==> src/hdl/tgls_pkg.sv <==
// ----------------------------------------------------------------------------
// tgls_pkg
// Shared types and constants for the tap counter and gps led sequencer.
// ----------------------------------------------------------------------------
package tgls_pkg;

    localparam int unsigned TIME_W = 32;
    localparam int unsigned M_W    = TIME_W + 2;
    localparam int unsigned ADDR_W = 4;
    localparam int unsigned DATA_W = 32;

    localparam int unsigned SLOW_BLINK_MS_DEF = 800;
    localparam int unsigned FAST_ON_MS_DEF    = 100;
    localparam int unsigned FAST_OFF_MS_DEF   = 100;

    localparam logic [15:0] PRESS_WINDOW_RST = 16'd500;
    localparam logic [15:0] LOCK_CONFIRM_RST = 16'd3000;
    localparam logic [3:0]  OFF_BLINK_RST    = 4'd3;
    localparam logic [3:0]  ON_BLINK_RST     = 4'd2;

    localparam logic [2:0]  TAP_MAX = 3'd7;
    localparam logic [2:0]  TAP_DOUBLE = 3'd2;
    localparam logic [2:0]  TAP_TRIPLE = 3'd3;

    typedef enum logic [1:0] {
        REG_PRESS_WINDOW = 2'd0,
        REG_LOCK_CONFIRM = 2'd1,
        REG_OFF_BLINK    = 2'd2,
        REG_ON_BLINK     = 2'd3
    } reg_idx_t;

    typedef enum logic [2:0] {
        MODE_IDLE    = 3'd0,
        MODE_SEARCH  = 3'd1,
        MODE_LOCK    = 3'd2,
        MODE_PWR_OFF = 3'd3,
        MODE_PWR_ON  = 3'd4
    } led_mode_t;

    typedef enum logic [2:0] {
        LED_HOLD = 3'd0,
        LED_CLR  = 3'd1,
        LED_SET  = 3'd2,
        LED_SLOW = 3'd3,
        LED_FAST = 3'd4
    } led_op_t;

    typedef struct packed {
        logic [15:0] tap_window_ms;
        logic [15:0] lock_confirm_ms;
        logic [3:0]  off_blink_count;
        logic [3:0]  on_blink_count;
    } cfg_t;

    typedef struct packed {
        led_op_t            led_op;
        logic [TIME_W-1:0]  elapsed;
        logic               send_advert;
        logic               gps_set_request;
        logic               gps_set_value;
    } ctl_t;

endpackage

==> src/hdl/tgls_ctrl.sv <==
// ----------------------------------------------------------------------------
// tgls_ctrl
// Input register, tap counting and led mode sequencing for one poll item.
// ----------------------------------------------------------------------------
module tgls_ctrl
#(
    parameter int unsigned FAST_ON_MS  = tgls_pkg::FAST_ON_MS_DEF,
    parameter int unsigned FAST_OFF_MS = tgls_pkg::FAST_OFF_MS_DEF
)
(
    input  logic                          clk,
    input  logic                          rst_n,
    input  logic                          s_valid,
    output logic                          s_ready,
    input  logic [tgls_pkg::TIME_W-1:0]   now_ms,
    input  logic                          button_down,
    input  logic                          gps_on,
    input  logic                          gps_fix,
    input  tgls_pkg::cfg_t                cfg,
    output logic                          ctl_valid,
    input  logic                          ctl_ready,
    output tgls_pkg::ctl_t                ctl
);

    localparam int unsigned FAST_CYC = FAST_ON_MS + FAST_OFF_MS;
    localparam int unsigned CYC_W    = $clog2(FAST_CYC + 1);
    localparam int unsigned LIM_W    = CYC_W + 4;
    localparam int unsigned TW       = tgls_pkg::TIME_W;

    logic                  in_valid_reg;
    logic [TW-1:0]         now_reg;
    logic                  btn_reg;
    logic                  act_reg;
    logic                  vld_reg;

    tgls_pkg::led_mode_t   led_mode_reg;
    tgls_pkg::led_mode_t   led_mode_next;
    tgls_pkg::led_mode_t   mode_tap;
    logic [TW-1:0]         mode_start_reg;
    logic [TW-1:0]         mode_start_next;
    logic [TW-1:0]         start_tap;
    logic                  gps_was_reg;
    logic [2:0]            tap_count_reg;
    logic [2:0]            tap_count_next;
    logic [TW-1:0]         window_end_reg;
    logic [TW-1:0]         window_end_next;
    logic                  btn_was_reg;

    logic                  ctl_valid_reg;
    tgls_pkg::ctl_t        ctl_reg;
    tgls_pkg::ctl_t        ctl_next;

    logic                  ctl_free;
    logic                  adv;
    logic [TW-1:0]         win_delta;
    logic [TW-1:0]         elapsed;
    logic [LIM_W-1:0]      off_lim;
    logic [LIM_W-1:0]      on_lim;
    logic                  advert_bit;
    logic                  set_req_bit;
    logic                  set_val_bit;

    assign ctl_free  = !ctl_valid_reg || ctl_ready;
    assign adv       = in_valid_reg && ctl_free;
    assign s_ready   = !in_valid_reg || ctl_free;
    assign ctl_valid = ctl_valid_reg;
    assign ctl       = ctl_reg;

    assign off_lim = LIM_W'(cfg.off_blink_count) * LIM_W'(FAST_CYC);
    assign on_lim  = LIM_W'(cfg.on_blink_count) * LIM_W'(FAST_CYC);

    // input register
    always_ff @(posedge clk or negedge rst_n)
    begin
        if (!rst_n)
        begin
            in_valid_reg <= 1'b0;
        end
        else if (s_ready)
        begin
            in_valid_reg <= s_valid;
        end
    end

    always_ff @(posedge clk)
    begin
        if (s_valid && s_ready)
        begin
            now_reg <= now_ms;
            btn_reg <= button_down;
            act_reg <= gps_on;
            vld_reg <= gps_fix;
        end
    end

    // tap window handling
    always_comb
    begin
        tap_count_next  = tap_count_reg;
        window_end_next = window_end_reg;
        mode_tap        = led_mode_reg;
        start_tap       = mode_start_reg;
        advert_bit      = 1'b0;
        set_req_bit     = 1'b0;
        set_val_bit     = 1'b0;
        if (btn_reg && !btn_was_reg)
        begin
            if (tap_count_reg != tgls_pkg::TAP_MAX)
            begin
                tap_count_next = tap_count_reg + 3'd1;
            end
            window_end_next = now_reg + TW'(cfg.tap_window_ms);
        end
        win_delta = now_reg - window_end_next;
        if ((tap_count_next != 3'd0) && (win_delta != '0) && !win_delta[TW-1])
        begin
            advert_bit = (tap_count_next == tgls_pkg::TAP_DOUBLE);
            if (tap_count_next >= tgls_pkg::TAP_TRIPLE)
            begin
                set_req_bit = 1'b1;
                set_val_bit = !act_reg;
                mode_tap  = act_reg ? tgls_pkg::MODE_PWR_OFF : tgls_pkg::MODE_SEARCH;
                start_tap = now_reg;
            end
            tap_count_next = 3'd0;
        end
    end

    // led mode sequencing
    always_comb
    begin
        led_mode_next   = mode_tap;
        mode_start_next = start_tap;
        elapsed         = now_reg - start_tap;
        ctl_next.led_op          = tgls_pkg::LED_HOLD;
        ctl_next.elapsed         = elapsed;
        ctl_next.send_advert     = advert_bit;
        ctl_next.gps_set_request = set_req_bit;
        ctl_next.gps_set_value   = set_val_bit;
        case (mode_tap)
            tgls_pkg::MODE_SEARCH:
            begin
                if (!act_reg)
                begin
                    led_mode_next   = tgls_pkg::MODE_PWR_OFF;
                    mode_start_next = now_reg;
                end
                else if (vld_reg)
                begin
                    led_mode_next   = tgls_pkg::MODE_LOCK;
                    mode_start_next = now_reg;
                    ctl_next.led_op = tgls_pkg::LED_SET;
                end
                else
                begin
                    ctl_next.led_op = tgls_pkg::LED_SLOW;
                end
            end
            tgls_pkg::MODE_LOCK:
            begin
                if (!act_reg)
                begin
                    led_mode_next   = tgls_pkg::MODE_PWR_OFF;
                    mode_start_next = now_reg;
                end
                else if (elapsed >= TW'(cfg.lock_confirm_ms))
                begin
                    led_mode_next   = tgls_pkg::MODE_IDLE;
                    ctl_next.led_op = tgls_pkg::LED_CLR;
                end
            end
            tgls_pkg::MODE_PWR_OFF:
            begin
                if (elapsed >= TW'(off_lim))
                begin
                    led_mode_next   = tgls_pkg::MODE_IDLE;
                    ctl_next.led_op = tgls_pkg::LED_CLR;
                end
                else
                begin
                    ctl_next.led_op = tgls_pkg::LED_FAST;
                end
            end
            tgls_pkg::MODE_PWR_ON:
            begin
                if (!act_reg)
                begin
                    led_mode_next   = tgls_pkg::MODE_PWR_OFF;
                    mode_start_next = now_reg;
                end
                else if (elapsed >= TW'(on_lim))
                begin
                    led_mode_next   = tgls_pkg::MODE_SEARCH;
                    mode_start_next = now_reg;
                end
                else
                begin
                    ctl_next.led_op = tgls_pkg::LED_FAST;
                end
            end
            default:
            begin
                if (act_reg && !vld_reg)
                begin
                    led_mode_next   = tgls_pkg::MODE_PWR_ON;
                    mode_start_next = now_reg;
                end
                else if (gps_was_reg && !act_reg)
                begin
                    led_mode_next   = tgls_pkg::MODE_PWR_OFF;
                    mode_start_next = now_reg;
                end
            end
        endcase
    end

    // state registers
    always_ff @(posedge clk or negedge rst_n)
    begin
        if (!rst_n)
        begin
            led_mode_reg   <= tgls_pkg::MODE_IDLE;
            mode_start_reg <= '0;
            gps_was_reg    <= 1'b0;
            tap_count_reg  <= 3'd0;
            window_end_reg <= '0;
            btn_was_reg    <= 1'b0;
        end
        else if (adv)
        begin
            led_mode_reg   <= led_mode_next;
            mode_start_reg <= mode_start_next;
            gps_was_reg    <= act_reg;
            tap_count_reg  <= tap_count_next;
            window_end_reg <= window_end_next;
            btn_was_reg    <= btn_reg;
        end
    end

    // control item register
    always_ff @(posedge clk or negedge rst_n)
    begin
        if (!rst_n)
        begin
            ctl_valid_reg <= 1'b0;
        end
        else if (ctl_free)
        begin
            ctl_valid_reg <= in_valid_reg;
        end
    end

    always_ff @(posedge clk)
    begin
        if (ctl_free)
        begin
            ctl_reg <= ctl_next;
        end
    end

    a_tap_step: assert property (@(posedge clk) disable iff (!rst_n)
        adv |=> (tap_count_reg == $past(tap_count_reg))
             || (tap_count_reg == $past(tap_count_reg) + 3'd1)
             || (tap_count_reg == 3'd0))
        else $error("tap count moved by more than one press");

    a_state_hold: assert property (@(posedge clk) disable iff (!rst_n)
        !adv |=> $stable(led_mode_reg) && $stable(tap_count_reg)
              && $stable(mode_start_reg))
        else $error("sequencer state changed without an item");

endmodule

==> config.mk <==
export PLATFORM = sky130hd
export DESIGN_NAME = tgls_ctrl
export DESIGN_NICKNAME = d
export VERILOG_FILES = /design/src/hdl/tgls_pkg.sv /design/src/hdl/tgls_ctrl.sv
export SDC_FILE = /design/constraint.sdc
export NUM_CORES = 1
export LEC_CHECK = 0
export BUFFER_PORTS_ARGS = -buffer_cell sky130_fd_sc_hd__buf_2
export CAP_MARGIN = 5
export CORE_UTILIZATION = 68
export CTS_BUF_LIST = sky130_fd_sc_hd__clkbuf_2 sky130_fd_sc_hd__clkbuf_4 sky130_fd_sc_hd__clkbuf_8
export DETAILED_ROUTE_END_ITERATION = 16
export GPL_TIMING_DRIVEN = 1
export PLACE_DENSITY = 0.95
export RECOVER_POWER = 25
export SLEW_MARGIN = 20
export SYNTH_ARGS = -nofsm -noshare
export SYNTH_HDL_FRONTEND = slang
export SYNTH_SLANG_ARGS = --single-unit
export TNS_END_PERCENT = 10
==> constraint.sdc <==
create_clock -name clk -period 28.9 [get_ports clk]
set_input_delay 1.445 -clock clk [delete_from_list [all_inputs] [get_ports clk]]
set_output_delay 1.445 -clock clk [all_outputs]
set_load 0.05 [all_outputs]
# Word level (Yosys, flattened, before mapping)
# Cells that the tools add are included.
# totals
ff_bits	147
inputBits	79
# classes
mul	2
add_sub_neg	4
magnitude_cmp	4
reduce_logical	18
n_eq_ne	6
mux	36
# ops
cell	n
two-way mux 32 bit	10
case mux 32 bit (4 select lines)	1
greater-or-equal comparator 32 x 12 -> 1 bit	2
subtractor 32 bit	2
two-way mux 3 bit	17
adder 32 x 16 -> 32 bit	1
greater-or-equal comparator 32 x 16 -> 1 bit	1
nonzero test 32 bit	1
case mux 3 bit (4 select lines)	2
multiplier 4 x 5 -> 9 bit, second input constant	2
== test 3 x 2 -> 1 bit, second input constant	3
logical AND 1 bit	7
logical NOT 1 bit	6
two-way mux 1 bit	4
two-way mux 2 bit	2
adder 3 x 1 -> 3 bit, second input constant	1
== test 3 x 1 -> 1 bit, second input constant	1
== test 3 bit, second input constant	1
greater-or-equal comparator 3 x 2 -> 1 bit, second input constant	1
!= test 3 bit, second input constant	1
nonzero test 3 bit	1
logical OR 1 bit	2
AND reduction 2 bit	1

# Logic depth before layout (Yosys ltp)
# depth
depth_word	13
ltp_mapped	53
ltp_nobuf	49

# Least setup slack after synthesis
# OpenSTA, ideal clock, no wires.
# synth_timing
path_type	input-to-reg
startpoint	input cfg[24] (netlist bit)
endpoint	register mode_start_reg[1]
stages	53
n_path_buf	6
setup_ns	0.127
arrival_time_ns	10.695
path_slack_ns	18.078
cell_sequence	ha_1 inv_1 fa_1 nor2b_1 o21ai_0 a21oi_1 o21ai_0 nand2b_1 a21oi_1 o22a_1 a2111oi_0 o31a_1 o211ai_1 xor2_1 nor2_1 a21oi_1 ha_1 clkbuf_1 (+17 left out) o21a_1 a21o_1 a21oi_1 xnor2_1 ha_1 nand4_1 nor2_1 a211oi_1 o21ai_0 a21oi_1 nor3_1 nor3_4 and4b_1 o21ai_2 buf_6 nand2_2 a221oi_1 nor2_1
# synth_via
elab_chain_cells	12
word_cells_on_any_way	23
classes_between	add/sub: 3; order compare: 1; eq/ne: 4; mux: 11; reduce/logical: 4
# synth_lines
item	line	source
from (decl)	tgls_ctrl.sv:19	input tgls_pkg::cfg_t cfg,
adder 32 x 16 -> 32 bit (*)	tgls_ctrl.sv:112	window_end_next = now_reg + TW'(cfg.tap_window_ms);
two-way mux 32 bit (*)	tgls_ctrl.sv:106	if (btn_reg && !btn_was_reg)
subtractor 32 bit (*)	tgls_ctrl.sv:114	win_delta = now_reg - window_end_next;
nonzero test 32 bit	tgls_ctrl.sv:115	if ((tap_count_next != 3'd0) && (win_delta != '0) && !win_delta[TW-1])
logical AND 1 bit	tgls_ctrl.sv:115	
logical AND 1 bit (*)	tgls_ctrl.sv:115	
two-way mux 32 bit	tgls_ctrl.sv:115	
subtractor 32 bit	tgls_ctrl.sv:134	elapsed = now_reg - start_tap;
greater-or-equal comparator 32 x 12 -> 1 bit	tgls_ctrl.sv:191	else if (elapsed >= TW'(on_lim))
two-way mux 32 bit	tgls_ctrl.sv:191	
two-way mux 32 bit	tgls_ctrl.sv:186	if (!act_reg)
case mux 32 bit (4 select lines) (*)	tgls_ctrl.sv:140	case (mode_tap)
to (signal assigned)	tgls_ctrl.sv:232	mode_start_reg <= mode_start_next;
to (decl)	tgls_ctrl.sv:39	logic [TW-1:0] mode_start_reg;
# Every way passes the cells marked *; elsewhere a longest branch is shown, timed or not.
# A chain may end at the register's enable or synchronous reset.

# Worst setup path after layout
# Ends and elaborated chain as after synthesis.

==> summary.md <==
| Metric | Value |
|---|---|
| DRC violation count after routing | 0 |
| Min-delay src | window_end_reg[9]$_DFFE_PN0P_ |
| EDFF count, synth | 73 |
| Syn Area/Cell | 8.88 um2 |
| TritonCTS Sinks | 147 |
| Critical R2R Capture | mode_start_reg[1]$_DFFE_PN0P_ |
| 1st-iter DRT viols | 1,237 |
| YS warnings | 0 |
| Starting Density | 0.698 |
| Global-route wire length before repair | 58,400 um |
| FMAX | 79.1 MHz |
| Status | complete, but fails checks |
| 1st-pass router iterations | 6 |
| Largest net degree at the start of global routing | 75 |
| Slack of the worst reg-to-reg path | 16,620 ps |
| Nets | 1,777 |
| Final Hold Violating Endpoints | 0 |
| Die H | 141 um |
| Mapped Cells | 1,486 |
| Top post-synthesis cells by area | edfxtp_1 (17%), dfrtp_1 (14%), ha_1 (12%) |
| Max FFs per register | 38 |
| Gr usage total | 0.369 |
| Worst Hold Class | flip-flop to flip-flop |
| Xor/xnor cell area share of the yosys netlist | 0.0470 |
| CTS tree | done |
| Total negative slack | 0 ps |
| Worst r2r path cells | 49 |
| Post-route cell area | 14,200 um2 |
| Synthesized Nets | 1,699 |
| Synth Register Bits | 147 |
| CP Launch Type | input pin |
| Hold path endpoint | window_end_reg[9]$_DFFE_PN0P_ |
| Final Non-Filler Cells | 1,837 |
| DR WL/cell | 19.6 um |
| Antenna viol nets, final | 0 |
| Critical path class | input pin to flip-flop |
| Top-area cell type share of the netlist area | 0.166 |
| Final WL | 36,000 um |
| RSZ-0062 raised after global routing | false |
| Failing checks | capacitance limit, slew limit |
| Number of global-route vias before repair | 11,800 |
| Clock H-tree levels | 4 |
| Reg-to-reg startpoint | now_reg[1]$_DFFE_PP_ |
| Initial antenna violation count | 0 |
| Area leader, netlist | edfxtp_1 |
| Cts bufs inserted | 17 |
| Clk_skew | 14.8 ps |
| Setup violators final | 0 |
| Final worst path period need | 12,640 ps |
| Postcts setup bufs | 0 |
| Buffers on Ports | 118 |
| CTS clk-pin slew, worst paths | 90 ps |
| Die Span X | 141 um |
| Most used DFF post-synth | dfrtp_1 |
| Via count | 12,200 |
| CP arrival | 12,990 ps |
| Clk root buf | clkbuf_8 |
| Die Area | 20,000 um2 |
| Largest family of logic cells by synthesized area | compound AO/OA/AOI/OAI gates |
| Compound-gate portion of the synthesized area | 0.236 |
| Cell Area, Synth | 13,200 um2 |
| Placed instance area | 13,700 um2 |
| Cts repair resizes | 0 |
| Maxcap violations | 1 |
| Slowest cell on the critical path | a2111oi_0 |
| Asr flop ratio synth | 0.503 |
| Hold Path Depth | 2 |
| Pwr/cell area | 118 nW/um2 |
| CP max FO | 59 |
| IO Count | 119 |
| Multiplexer area fraction after synthesis | 0.0485 |
| Total power | 0.00168 W |
| CP max stage delay | 750 ps |
| Post-synthesis adder-cell area fraction | 0.131 |
| CTS Buffer Depth | 2 |
| Worst slew pin tran | 4270 ps |
| Area growth from synthesis to layout | 7.48% |
| Max VDD drop | 0.0509 mV |
| Unique cell type count in the Yosys netlist | 100 |
| Simple-Gate Fraction of Synth Area | 0.174 |
| Relative max-transition margin | -1.85 |
| Hold_ws | 488 ps |
| Vias per cell | 6.64 |
| CTS Hold Buffers Added | 0 |
| Total leakage power | 6.22 nW |
| Post-placement cell count | 1,805 |
| Remaining Overflow, GRT | 0 |
| # rows | 50 |
| Share of cells above drive strength 1 | 0.151 |
| Detailed placer's ending HPWL | 26,600 um |
| Crit. End Element | flip-flop |
| Core ar. | 18,900 um2 |
| Post-synthesis sequential area ratio | 0.306 |
| Clk Latency, worst-skew pair | 480 ps |
| CP Data Required Time | 29,250 ps |
| GP Congestion | 0.989 |
| Final Max Slew Viols | 75 |
| Tcrit/Tclk final | 0.437 |
| Ant. Diodes | 0 |
-- worst max-delay path, delay by kind of cell --
kind / cells / cell delay (ps)
buf+inv: 4 / 1140
mux: 1 / 100
compound gates: 19 / 4130
xor+xnor: 2 / 390
fa+ha+maj: 6 / 2100
simple gates: 19 / 3670
-- where the power goes --
part	switching [W]	leakage [nW]	internal (W)
clock network	0.0000877	0.212	0.0000947
logic	0.000725	4.41	0.000411
registers	0.0000469	1.60	0.000314
-- cell type report --
| class | instances | area (um2) |
|---|---|---|
| Clock inverter | 15 | 206 |
| Sequential cell | 147 | 4040 |
| Clock buffer | 17 | 234 |
| Tap cell | 260 | 325 |
| Inverter | 82 | 308 |
| Multi-Input combinational cell | 1189 | 8410 |
| Fill cell | 1383 | 4710 |
| Timing Repair Buffer | 127 | 657 |
-- Yosys cell counts, types with 10 or more instances --
master,n
nand3_1,30
a21oi_1,141
and3_1,13
nor3_1,29
a211oi_1,18
o21ai_0,88
nand2_1,117
ha_1,129
dfrtp_1,74
o21a_1,14
and2_1,13
or3_1,13
edfxtp_1,73
a31oi_1,10
nor2b_1,16
nor2_1,119
o22ai_1,24
mux2i_1,46
a21oi_2,16
xor2_1,33
inv_1,81
mux2_2,12
o211ai_1,24
a21o_1,25
clkbuf_1,34
nand2b_1,22
a211oi_2,16
xnor2_1,36
nand4_1,21
-- cell families (layout without fill, tap and decap cells) --
family                     count (synthesis)  after routing
AOI/OAI and AO/OA                        470            470
and+or+nand+nor                          451            451
buffers and inverters                    150            241
DFF                                      147            147
adders and majority gates                136            136
xor gates and xnor gates                  70             70
muxes                                     62             62
-- layer usage --
metal | global-route usage | up-vias | routed length (um)
li1 | - | 5678 | -
met1 | 0.458 | 5725 | 14600
met2 | 0.621 | 635 | 17100
met3 | 0.0591 | 165 | 2700
met4 | 0.196 | 0 | 1660
met5 | 0 | - | 0
-- how the worst max path moves through the flow --
stage          depth (start not counted)                       endpoint  startpoint  slack [ps]
2_1_floorplan                         53  mode_start_reg[1]$_DFFE_PN0P_     cfg[24]       18080
3_5_place_dp                          51  mode_start_reg[1]$_DFFE_PN0P_     cfg[24]       16190
3_3_place_gp                          51  mode_start_reg[1]$_DFFE_PN0P_     cfg[24]       16470
5_1_grt                               51  mode_start_reg[1]$_DFFE_PN0P_     cfg[24]       15440
4_1_cts                               51  mode_start_reg[1]$_DFFE_PN0P_     cfg[24]       16600
6_report                              51  mode_start_reg[1]$_DFFE_PN0P_     cfg[24]       16260
-- metrics by stage --
| step | utilization | worst slack [ps] |
|---|---|---|
| finish | 0.751 | 16260 |
| floorplan | - | 18080 |
| global route | 0.751 | 15440 |
| detailed placement | 0.727 | 16190 |
| global placement | 0.727 | 16470 |
| CTS | 0.751 | 16600 |
-- cells in the final DEF (no fill, tap or decap), drive strengths merged, types with 16 or more instances in the layout --
cell and instances:
nand2 119, a21o 26, nand2b 22, buf 126, clkbuf 18, nor2 119, o22ai 24, nand4 22
edfxtp 73, o211ai 25, nor3 31, nand3 31, mux2 16, a211oi 34, nor2b 16, o21ai 98
a21oi 157, xor2 34, mux2i 46, ha 129, inv 84, dfrtp 74, xnor2 36
No activity file was read; power rests on OpenSTA's default activity.
