`src/hdl/tgls_pkg.sv`:
```
// ----------------------------------------------------------------------------
// tgls_pkg
// Shared types and constants for the tap counter and gps led sequencer.
// ----------------------------------------------------------------------------
package tgls_pkg;

    localparam int unsigned TIME_W = 32;
    localparam int unsigned M_W    = TIME_W + 2;
    localparam int unsigned ADDR_W = 4;
    localparam int unsigned DATA_W = 32;

    localparam int unsigned SLOW_BLINK_MS_DEF = 800;
    localparam int unsigned FAST_ON_MS_DEF    = 100;
    localparam int unsigned FAST_OFF_MS_DEF   = 100;

    localparam logic [15:0] PRESS_WINDOW_RST = 16'd500;
    localparam logic [15:0] LOCK_CONFIRM_RST = 16'd3000;
    localparam logic [3:0]  OFF_BLINK_RST    = 4'd3;
    localparam logic [3:0]  ON_BLINK_RST     = 4'd2;

    localparam logic [2:0]  TAP_MAX = 3'd7;
    localparam logic [2:0]  TAP_DOUBLE = 3'd2;
    localparam logic [2:0]  TAP_TRIPLE = 3'd3;

    typedef enum logic [1:0] {
        REG_PRESS_WINDOW = 2'd0,
        REG_LOCK_CONFIRM = 2'd1,
        REG_OFF_BLINK    = 2'd2,
        REG_ON_BLINK     = 2'd3
    } reg_idx_t;

    typedef enum logic [2:0] {
        MODE_IDLE    = 3'd0,
        MODE_SEARCH  = 3'd1,
        MODE_LOCK    = 3'd2,
        MODE_PWR_OFF = 3'd3,
        MODE_PWR_ON  = 3'd4
    } led_mode_t;

    typedef enum logic [2:0] {
        LED_HOLD = 3'd0,
        LED_CLR  = 3'd1,
        LED_SET  = 3'd2,
        LED_SLOW = 3'd3,
        LED_FAST = 3'd4
    } led_op_t;

    typedef struct packed {
        logic [15:0] tap_window_ms;
        logic [15:0] lock_confirm_ms;
        logic [3:0]  off_blink_count;
        logic [3:0]  on_blink_count;
    } cfg_t;

    typedef struct packed {
        led_op_t            led_op;
        logic [TIME_W-1:0]  elapsed;
        logic               send_advert;
        logic               gps_set_request;
        logic               gps_set_value;
    } ctl_t;

endpackage

```
`src/hdl/tgls_cfg.sv`:
```
// ----------------------------------------------------------------------------
// tgls_cfg
// Configuration register file behind a simple apb-style port.
// ----------------------------------------------------------------------------
module tgls_cfg
(
    input  logic                          clk,
    input  logic                          rst_n,
    input  logic                          psel,
    input  logic                          penable,
    input  logic                          pwrite,
    input  logic [tgls_pkg::ADDR_W-1:0]   paddr,
    input  logic [tgls_pkg::DATA_W-1:0]   pwdata,
    output logic [tgls_pkg::DATA_W-1:0]   prdata,
    output logic                          pready,
    output tgls_pkg::cfg_t                cfg
);

    tgls_pkg::cfg_t     cfg_reg;
    tgls_pkg::reg_idx_t idx;
    logic               wr_en;

    assign idx    = tgls_pkg::reg_idx_t'(paddr[3:2]);
    assign wr_en  = psel && penable && pwrite && pready;
    assign pready = 1'b1;
    assign cfg    = cfg_reg;

    always_ff @(posedge clk or negedge rst_n)
    begin
        if (!rst_n)
        begin
            cfg_reg.tap_window_ms   <= tgls_pkg::PRESS_WINDOW_RST;
            cfg_reg.lock_confirm_ms <= tgls_pkg::LOCK_CONFIRM_RST;
            cfg_reg.off_blink_count <= tgls_pkg::OFF_BLINK_RST;
            cfg_reg.on_blink_count  <= tgls_pkg::ON_BLINK_RST;
        end
        else if (wr_en)
        begin
            case (idx)
                tgls_pkg::REG_PRESS_WINDOW: cfg_reg.tap_window_ms   <= pwdata[15:0];
                tgls_pkg::REG_LOCK_CONFIRM: cfg_reg.lock_confirm_ms <= pwdata[15:0];
                tgls_pkg::REG_OFF_BLINK:    cfg_reg.off_blink_count <= pwdata[3:0];
                tgls_pkg::REG_ON_BLINK:     cfg_reg.on_blink_count  <= pwdata[3:0];
                default:                    cfg_reg <= cfg_reg;
            endcase
        end
    end

    always_comb
    begin
        case (idx)
            tgls_pkg::REG_PRESS_WINDOW: prdata = {16'd0, cfg_reg.tap_window_ms};
            tgls_pkg::REG_LOCK_CONFIRM: prdata = {16'd0, cfg_reg.lock_confirm_ms};
            tgls_pkg::REG_OFF_BLINK:    prdata = {28'd0, cfg_reg.off_blink_count};
            tgls_pkg::REG_ON_BLINK:     prdata = {28'd0, cfg_reg.on_blink_count};
            default:                    prdata = '0;
        endcase
    end

endmodule

```
`config.mk`:
```
export PLATFORM = sky130hd
export DESIGN_NAME = tgls_cfg
export DESIGN_NICKNAME = d
export VERILOG_FILES = /design/src/hdl/tgls_pkg.sv /design/src/hdl/tgls_cfg.sv
export SDC_FILE = /design/constraint.sdc
export NUM_CORES = 1
export LEC_CHECK = 0
export BUFFER_PORTS_ARGS = -buffer_cell sky130_fd_sc_hd__buf_2
export CORE_UTILIZATION = 40
export CTS_CLUSTER_DIAMETER = 60
export CTS_CLUSTER_SIZE = 12
export DETAILED_ROUTE_END_ITERATION = 10
export PLACE_DENSITY_LB_ADDON = 0.1
export SYNTH_ARGS = -nofsm -noshare
export SYNTH_HDL_FRONTEND = slang
export SYNTH_SLANG_ARGS = --single-unit
```
`constraint.sdc`:
```
create_clock -name clk -period 0.9 [get_ports clk]
set_clock_uncertainty 0.05 [all_clocks]
set_input_delay 0.09 -clock clk [delete_from_list [all_inputs] [get_ports clk]]
set_output_delay 0.09 -clock clk [all_outputs]
set_load 0.05 [all_outputs]
```
* Word level (Yosys, flattened, before mapping) *
Cells that the tools add are included.

word-level totals
  register bits = 40
  logic and storage cells = 15
  input bits = 41

cells by class
  reduce and logical (&&, ||, !) cells = 7
  muxes and demuxes = 1
  equal/unequal tests = 3

operators with widths
  cell                                                 number
  case mux 32 bit (4 select lines)                     1
  AND reduction 2 bit                                  4
  equality test 2 bit, second input constant           2
  equality test 2 x 1 -> 1 bit, second input constant  1
  logical AND 1 bit                                    2
  zero test 2 bit                                      1

* Depth between registers and ports, before layout *
Gate-level depths: netlist (run 1).

  word-level depth = 3
  depth in mapped cells = 6
  depth with buffers taken out = 3

* Worst setup path before layout (run 1) *
OpenSTA, ideal clock, no wires.

  kind = flip-flop to output port
  start = register cfg_reg, in the netlist cfg[19]
  end = output port prdata[11] (netlist name)
  data arrival time = 1.462 ns
  cell stages (with the launch flop) = 3
  data required time = 0.760 ns
  slack = -0.702 ns
  path through = dfstp_2 -> mux2i_1 -> nor2_1

on the way
  longest elaborated chain between the ends = 1

ends and longest elaborated chain
  what                              RTL line        RTL
  start: declaration                tgls_cfg.sv:19  tgls_pkg::cfg_t cfg_reg;
  start signal: assignment          tgls_cfg.sv:44  default: cfg_reg <= cfg_reg;
  case mux 32 bit (4 select lines)  tgls_cfg.sv:51  case (idx)
  end: declaration                  tgls_cfg.sv:14  output logic [tgls_pkg::DATA_W-1:0] prdata,

No other way between the ends. The select of a mux whose other input is x is not followed.

* Final worst setup path (run 1) *
  start = register cfg_reg, in the netlist cfg[0]
  end = output port prdata[0] (netlist name)

Same word-level chain as after synthesis.

==> impl_metrics.json, run 1 <==
{
  "place_congestion": 0.793,
  "grt_pass1_vias": 1876,
  "r2r_slack_ns": -0.21,
  "finalMaxSlewViolations": 0,
  "critical_path_required_ns": 0.76,
  "die-area_um2": 5320,
  "setup_viol_count_final": 93,
  "grt_overflow": 0,
  "hp-class": "in2reg",
  "path_cells": "mux4_2 -> buf_8",
  "fin_hold_ws_ns": 0.0118,
  "initial_core_util": 0.421,
  "vias": 1774,
  "dpl.hpwl_mm": 3.80,
  "core_area_um2": 4790,
  "worstPathArrival_ns": 1.39,
  "avgSynthCellArea_um2": 14.2,
  "io_buffers": 78,
  "setup_tns_ns": -21.65,
  "fin_crit_sh": 1.70,
  "grt_max_degree": 41,
  "synth_warnings": 0,
  "cts_sinks": 40,
  "drive_gt1_frac": 0.864,
  "antenna_found_initial": 0,
  "failed_checks": "negative setup slack",
  "status": "finished with violations",
  "fillCellCount": 204,
  "p_leak_nw": 1.96,
  "finalHoldViolCount": 0,
  "rows": 25,
  "pre_cts_slack_ns": -0.445,
  "rsz0062_at_grt": "true",
  "drc": 0,
  "netlist_area_um2": 2010,
  "fp.dieW_um": 73.0,
  "crit_buf_inv": 1,
  "fin_crit_ns": 1.53,
  "critPathKind": "reg2out",
  "antenna_left": 0,
  "yosysSeqAreaShare": 0.507,
  "cts_tree": "done",
  "wl_mm": 7.12,
  "cts_buffer_depth": 2,
  "cp-start-kind": "register",
  "grt_pass1_wl_mm": 9.81,
  "dr.pass1.iters": 4,
  "area_delta_synth_final_pct": 109,
  "total_power_mw": 10.9,
  "fmaxAchievable_ghz": 0.655,
  "path_delay_family": "multiplexers",
  "cp_slowest_cell": "mux4_2",
  "synth_cells": 142,
  "drt-initial-drc-count": 44,
  "antenna_cells": 0,
  "synth-seq-cells": 40,
  "clk_latency_ns": 0.29,
  "crit_start": "cfg[0]",
  "hp-start": "pwdata[9]",
  "cp_max_fo": 2,
  "crit-reg2reg-launch": "cfg[31]",
  "vias_per_cell": 4.81,
  "die_y_um": 73.0,
  "vdd_drop_max_uv": 2030,
  "wire_per_inst_um": 19.3,
  "setup_ws_ns": -0.626,
  "powerDensity_nw_per_um2": 2590,
  "synthDistinctLibCells": 20,
  "worstSetupEndpointType": "output pin",
  "largest_reg_flops": 40,
  "cts-htree-levels": 2,
  "cts_buffers": 5,
  "fin_util": 0.881,
  "fin_nets": 342,
  "drv_cap": 0,
  "path_clk_slew_ns": 0.08,
  "cts-root-buf": "clkbuf_8",
  "io_pins": 114,
  "critPathMaxStageDelay_ns": 0.51,
  "globalRouteTotalUtil": 0.252
}
logic make-up after synthesis:
logic type / share of synthesized area
multiplexers: 0.352
flip-flops: 0.507
buffers and inverters: 0.0963
AND/OR/NAND/NOR: 0.0410
other: 0.00373
per-layer routing:
metal | routed length (µm) | global-route usage | vias to the layer above
met4 | 152 | 0.0719 | 0
li1 | - | - | 776
met5 | 0 | 0 | -
met3 | 332 | 0.0483 | 16
met2 | 3980 | 0.465 | 66
met1 | 2660 | 0.296 | 916
cells in the mapped netlist:
master    instances  area (µm²)
mux2_2           30         338
dfrtp_1          24         601
nor2_1           13        48.8
mux4_1            3        78.8
clkbuf_1          2        7.51
nand3_1           1        5.00
conb_1            2        7.51
buf_4            18         135
nor3_2            1        10.0
buf_6             2        22.5
dfstp_2          16         420
buf_8             1        15.0
or3_1             1        6.26
inv_2             1        3.75
mux4_2            1        22.5
nand4_1           1        6.26
buf_2             2        10.0
or2_2             1        6.26
mux2i_1          12         120
mux2_4           10         150
where the power goes:
group / switching [mW] / internal, mW
Sequential: 0.423 / 2.37
Combinational: 3.46 / 3.46
Clock: 0.647 / 0.545
Total: 4.53 / 6.38
cells in the final DEF, fill, tap and decap left out, types with 2 or more instances in the layout:
master,n
buf_6,76
buf_4,7
mux4_2,4
dfstp_2,16
dfrtp_1,10
clkbuf_1,2
mux2_4,33
clkbuf_8,5
buf_12,4
dfrtp_2,14
nor2_4,12
mux2i_2,9
conb_1,17
buf_2,17
dlygate4sd3_1,10
buf_8,48
mux2_2,7
mux2i_4,3
worst paths after layout:
path                             end  depth (start not counted)
hold / removal               cfg[17]                          2
setup / recovery           prdata[0]                          2
hold reg to reg              cfg[10]                          1
min in group asynchronous    cfg[35]                          3
setup reg to reg             cfg[31]                          4
max in group asynchronous     cfg[4]                          3
repair_timing:
| item | CTS | global route |
|---|---|---|
| resized for setup | 224 | 50 |
| endpoints found under the hold margin | 50 | 1 |
| hold buffers | 9 | 1 |
| setup buffers | 13 | 31 |
| setup endpoints to repair | 91 | 94 |
| pin swaps | 6 | 3 |
layout make-up:
type	instances	area (µm²)	area share
flip-flops and latches	40	1040	0.246
multi-input cells	91	1120	0.265
clock inverters	1	5.00	0.00119
inverters	1	3.75	0.000890
well taps	67	83.8	0.0199
clock buffers	7	76.3	0.0181
repair buffers	162	1890	0.449
worst register-to-register path: stages, from the launching register on:
cell and delay (ns):
dfstp_2 0.40, buf_6 0.12, buf_6 0.11, buf_6 0.10, mux2_4 0.26
per-stage QoR:
step | cell area, µm² | std cells
floorplan | 2280 | 157
global placement | 2920 | 325
detailed placement | 2920 | 325
CTS | 3970 | 354
global route | 4220 | 369
finish | 4220 | 369
No activity file was read; power rests on OpenSTA's default activity.
==> inputs of run 2 (changes only) <==
Settings changed: CORE_UTILIZATION 40 to 30.
==> run 2 against run 1 <==
Compared with the run above: the run ends with design-rule violations, negative setup slack left; design area is 0.33% higher; register-to-register slack better by 0.03 ns; routed wire length decreased by 19%; final cell count rose by 3.3%; via count is 6.7% lower.
==> impl_metrics.json, run 2 (synthesis gave the netlist of run 1 again) <==
{
  "critPathKind": "reg2out",
  "die-area_um2": 7050,
  "area_delta_synth_final_pct": 110,
  "critical_path_required_ns": 0.76,
  "finalHoldViolCount": 0,
  "failed_checks": "design-rule violations, negative setup slack",
  "path_clk_slew_ns": 0.08,
  "finalMaxSlewViolations": 0,
  "vias_per_cell": 4.35,
  "globalRouteTotalUtil": 0.169,
  "r2r_slack_ns": -0.18,
  "setup_ws_ns": -0.591,
  "antenna_found_initial": 0,
  "cts_buffer_depth": 2,
  "power.share.clock": 0.146,
  "r2r_cells": 4,
  "io_buffers": 78,
  "worstSetupEndpointType": "output pin",
  "cts_buffers": 5,
  "drc": 16,
  "grt_use_met3": 0.0396,
  "p_leak_nw": 1.96,
  "fillCellCount": 463,
  "drv_cap": 0,
  "hp-class": "in2reg",
  "fmaxAchievable_ghz": 0.671,
  "pwr-share-seq": 0.248,
  "rsz0062_at_grt": "true",
  "vias": 1656,
  "io_pins": 114,
  "cts-htree-levels": 2,
  "p_switching_mw": 4.29,
  "cts_sinks": 40,
  "largest_reg_flops": 40,
  "crit_end": "prdata[2]",
  "crit_start": "cfg[2]",
  "drive_gt1_frac": 0.865,
  "final_common_cell": "buf_6",
  "clk_latency_ns": 0.28,
  "wire_per_inst_um": 15.1,
  "fin_crit_ns": 1.49,
  "crit-reg2reg-launch": "cfg[28]",
  "grt_pass1_vias": 1744,
  "vdd_drop_max_uv": 1390,
  "worstPathArrival_ns": 1.35,
  "dpl.hpwl_mm": 3.63,
  "pre_cts_slack_ns": -0.457,
  "internal_power_mw": 6.63,
  "path_cells": "mux4_2 -> buf_6",
  "fin_crit_sh": 1.66,
  "comb_power_share": 0.606,
  "cp_max_fo": 2,
  "powerDensity_nw_per_um2": 2580,
  "drt-initial-drc-count": 62,
  "grt_pass1_wl_mm": 9.05,
  "use_met1": 0.222,
  "critPathMaxStageDelay_ns": 0.48,
  "rows": 29,
  "wl_mm": 5.76,
  "cts-root-buf": "clkbuf_8",
  "grt_util_met2": 0.280,
  "busiest_layer": "met2",
  "fp.dieW_um": 83.9,
  "fin_nets": 344,
  "setup_viol_count_final": 92,
  "fin_util": 0.659,
  "cts_tree": "done",
  "layout_common_cells": "78 x buf_6, 40 x buf_8, 28 x mux2_4, 17 x conb_1, 17 x buf_2",
  "p_sw_frac": 0.393,
  "place_congestion": 0.720,
  "total_power_mw": 10.9,
  "grt_overflow": 0,
  "rr_endpoint": "cfg[28]",
  "initial_core_util": 0.314,
  "die_y_um": 83.9,
  "cp-start-kind": "register",
  "status": "finished with violations",
  "antenna_left": 0,
  "grt_max_degree": 41,
  "cp_slowest_cell": "mux4_2",
  "dr.pass1.iters": 6,
  "antenna_cells": 0,
  "core_area_um2": 6420
}
[run 2: worst min-delay path by stage]
stage / start / end / slack (ns) / cells past startpoint
floorplan: rst_n / cfg[0] / -0.26 / 0
global placement: rst_n / cfg[35] / 0.04 / 2
detailed placement: rst_n / cfg[14] / 0.03 / 2
CTS: pwdata[11] / cfg[19] / 0.0004 / 2
global route: pwdata[11] / cfg[19] / 0.003 / 2
finish: pwdata[11] / cfg[19] / 0.009 / 2
[run 2: area by class of cell]
class	count	area [µm²]	share of cell area
repair buffers	164	1880	0.445
multi-input cells	91	1080	0.256
flip-flops and latches	40	1040	0.245
clock buffers	7	96.3	0.0228
well taps	77	96.3	0.0228
clock inverters	1	30.0	0.00710
inverters	1	6.26	0.00148
[run 2: power by group through the flow]
stage / clock [mW] / sequential (mW) / combinational [mW]
floorplan: 0 / 4.22 / 1.65
global placement: 0 / 2.62 / 4.60
detailed placement: 0 / 2.62 / 4.60
CTS: 1.67 / 2.71 / 6.38
global route: 1.71 / 2.76 / 6.87
finish: 1.60 / 2.71 / 6.61
[run 2: repair_timing]
item / 4_1_cts / 5_1_grt
endpoints found under the hold margin: 60 / 0
setup buffers: 12 / 17
pin swaps: 8 / 2
setup endpoints to repair: 93 / 93
hold buffers: 12 / 0
resized for setup: 214 / 29
gates cloned: 1 / 0
[run 2: metrics by stage]
stage	std cells	TNS, ns	cell area [µm²]	hold slack [ns]
after global placement	342	-20.84	3010	0.0390
final	381	-20.07	4230	0.00895
after floorplan	157	-17.96	2280	-0.256
after CTS	375	-20.43	4120	0.000404
after detailed placement	342	-21.38	3010	0.0289
after global routing	381	-22.89	4230	0.00309
[run 2: routing by layer]
layer | vias to the layer above | part of all wire | routed length (µm)
li1 | 785 | - | -
met2 | 58 | 0.51 | 2930
met1 | 808 | 0.44 | 2500
met4 | 0 | 0.0064 | 37
met5 | - | 0 | 0
met3 | 5 | 0.050 | 288
[run 2: critical path: cells and delay by family, from the launching register on]
kind	cells	cell delay (ns)
muxes	1	0.48
DFF	1	0.41
buffers and inverters	1	0.17
==> inputs of run 3 (changes only) <==
Settings changed: CORE_UTILIZATION 30 to 40, REMOVE_ABC_BUFFERS from default to 1.
==> run 3 against run 2 <==
Compared with the run above: the flow finishes with violations (negative setup slack); setup slack gained 0.0018 ns; register-to-register slack improved by 0.03 ns; count of clock-buffer cells in the layout unchanged; critical endpoint is now prdata[3]; largest cell class unchanged.
==> impl_metrics.json, run 3 (synthesis gave the netlist of run 1 again) <==
{
  "status": "finished with violations",
  "failed_checks": "negative setup slack",
  "wire_per_inst_um": 17.0,
  "vias": 1677,
  "worstSetupEndpointType": "output pin",
  "vdd_drop_max_uv": 1750,
  "largest_reg_flops": 40,
  "io_buffers": 78,
  "fin_crit_sh": 1.65,
  "critPathKind": "reg2out",
  "drv_cap": 0,
  "antenna_left": 0,
  "fin_util": 0.820,
  "total_power_mw": 10.5,
  "io_pins": 114,
  "fin_crit_ns": 1.49,
  "dr.pass1.iters": 4,
  "fmaxAchievable_ghz": 0.671,
  "clk_latency_ns": 0.28,
  "grt_pass1_wl_mm": 8.67,
  "drc": 0,
  "setup_tns_ns": -19.29,
  "core_area_um2": 4790,
  "fin_nets": 334,
  "fp.dieW_um": 73.0,
  "initial_core_util": 0.421,
  "fillCellCount": 277,
  "cts_buffers": 5,
  "place_congestion": 0.810,
  "hp-class": "in2reg",
  "antenna_cells": 0,
  "grt_max_degree": 41,
  "die-area_um2": 5320,
  "cts_sinks": 40,
  "worstPathArrival_ns": 1.35,
  "drive_gt1_frac": 0.741,
  "powerDensity_nw_per_um2": 2670,
  "cp-start-kind": "register",
  "setup_ws_ns": -0.589,
  "grt_overflow": 0,
  "wl_mm": 6.14,
  "fin_hold_ws_ns": 0.00967,
  "path_clk_slew_ns": 0.08,
  "antenna_found_initial": 0,
  "finalMaxSlewViolations": 0,
  "rows": 25,
  "area_delta_synth_final_pct": 94.7,
  "critical_path_required_ns": 0.76,
  "die_y_um": 73.0,
  "final_common_cell": "buf_6",
  "cts-root-buf": "clkbuf_8",
  "finalHoldViolCount": 0,
  "drt-initial-drc-count": 75,
  "cp_max_fo": 2,
  "cts_buffer_depth": 2,
  "rsz0062_at_grt": "true",
  "cts-htree-levels": 2,
  "grt_pass1_vias": 1690,
  "setup_viol_count_final": 94,
  "cts_tree": "done",
  "p_leak_nw": 1.93,
  "globalRouteTotalUtil": 0.222,
  "post-route-cell-area_um2": 3920,
  "vias_per_cell": 4.65,
  "dpl.hpwl_mm": 3.57,
  "dpl_cell_area_um2": 2660,
  "layout_common_cells": "67 x buf_6, 37 x buf_8, 30 x mux2_4, 24 x dfrtp_1, 18 x buf_4"
}
## run 3: changes by cell type in the layout (fill, tap and decap cells not counted), moves of 3 or more
cell	change
mux2i_1	+11
buf_6	-11
buf_4	+6
nor2_1	+12
mux2i_2	-10
nor2_4	-12
dfrtp_1	+14
buf_8	-3
dfrtp_2	-14
## run 3: final cells by class
cell class | count | area [µm²] | area share
clock inverter | 1 | 30.0 | 0.00766
clock buffer | 7 | 96.3 | 0.0246
multi-input combinational | 91 | 950 | 0.242
sequential | 40 | 1020 | 0.260
inverter | 1 | 3.75 | 0.000957
timing repair buffer | 154 | 1740 | 0.443
tap | 67 | 83.8 | 0.0214
## run 3: final timing paths
| kind | cells after the start | endpoint | start | slack [ns] |
|---|---|---|---|---|
| worst max register to register | 3 | cfg[2] | cfg[2] | -0.15 |
| worst min-delay path | 2 | cfg[12] | pwdata[4] | 0.01 |
| max in group asynchronous | 3 | cfg[26] | rst_n | 0.26 |
| min in group asynchronous | 3 | cfg[7] | rst_n | 0.27 |
| worst max-delay path | 2 | prdata[3] | cfg[3] | -0.59 |
| worst min register to register | 1 | cfg[35] | cfg[35] | 0.52 |
## run 3: timing repair
item | CTS | global route
endpoints found under the setup margin | 94 | 95
setup buffers | 14 | 27
cloned | 1 | 0
pin swaps | 1 | 6
gates resized for setup | 195 | 47
hold endpoints to repair | 54 | 0
hold buffers | 10 | 0
## run 3: through the flow
step,cells,setup WS [ns]
3_5_place_dp,312,-0.453
5_1_grt,361,-0.633
4_1_cts,343,-0.576
6_report,361,-0.589
2_1_floorplan,132,-0.702
3_3_place_gp,312,-0.435
## run 3: worst max-delay path: stages (launching register included)
cell,delay [ns]
dfrtp_1,0.40
mux4_2,0.49
buf_6,0.17
## run 3: power breakdown
group	internal, mW	leakage (nW)	switching (mW)
Clock	0.978	0.0645	0.609
Combinational	2.98	1.40	3.18
Sequential	2.35	0.462	0.379
## run 3: metal layers
metal / up-vias / part of all wire / GRT usage / wire length (µm)
met3: 9 / 0.034 / 0.0456 / 206
met2: 61 / 0.57 / 0.404 / 3470
met5: - / 0 / 0 / 0
li1: 759 / - / - / -
met4: 0 / 0.016 / 0.0588 / 98
met1: 848 / 0.39 / 0.266 / 2360
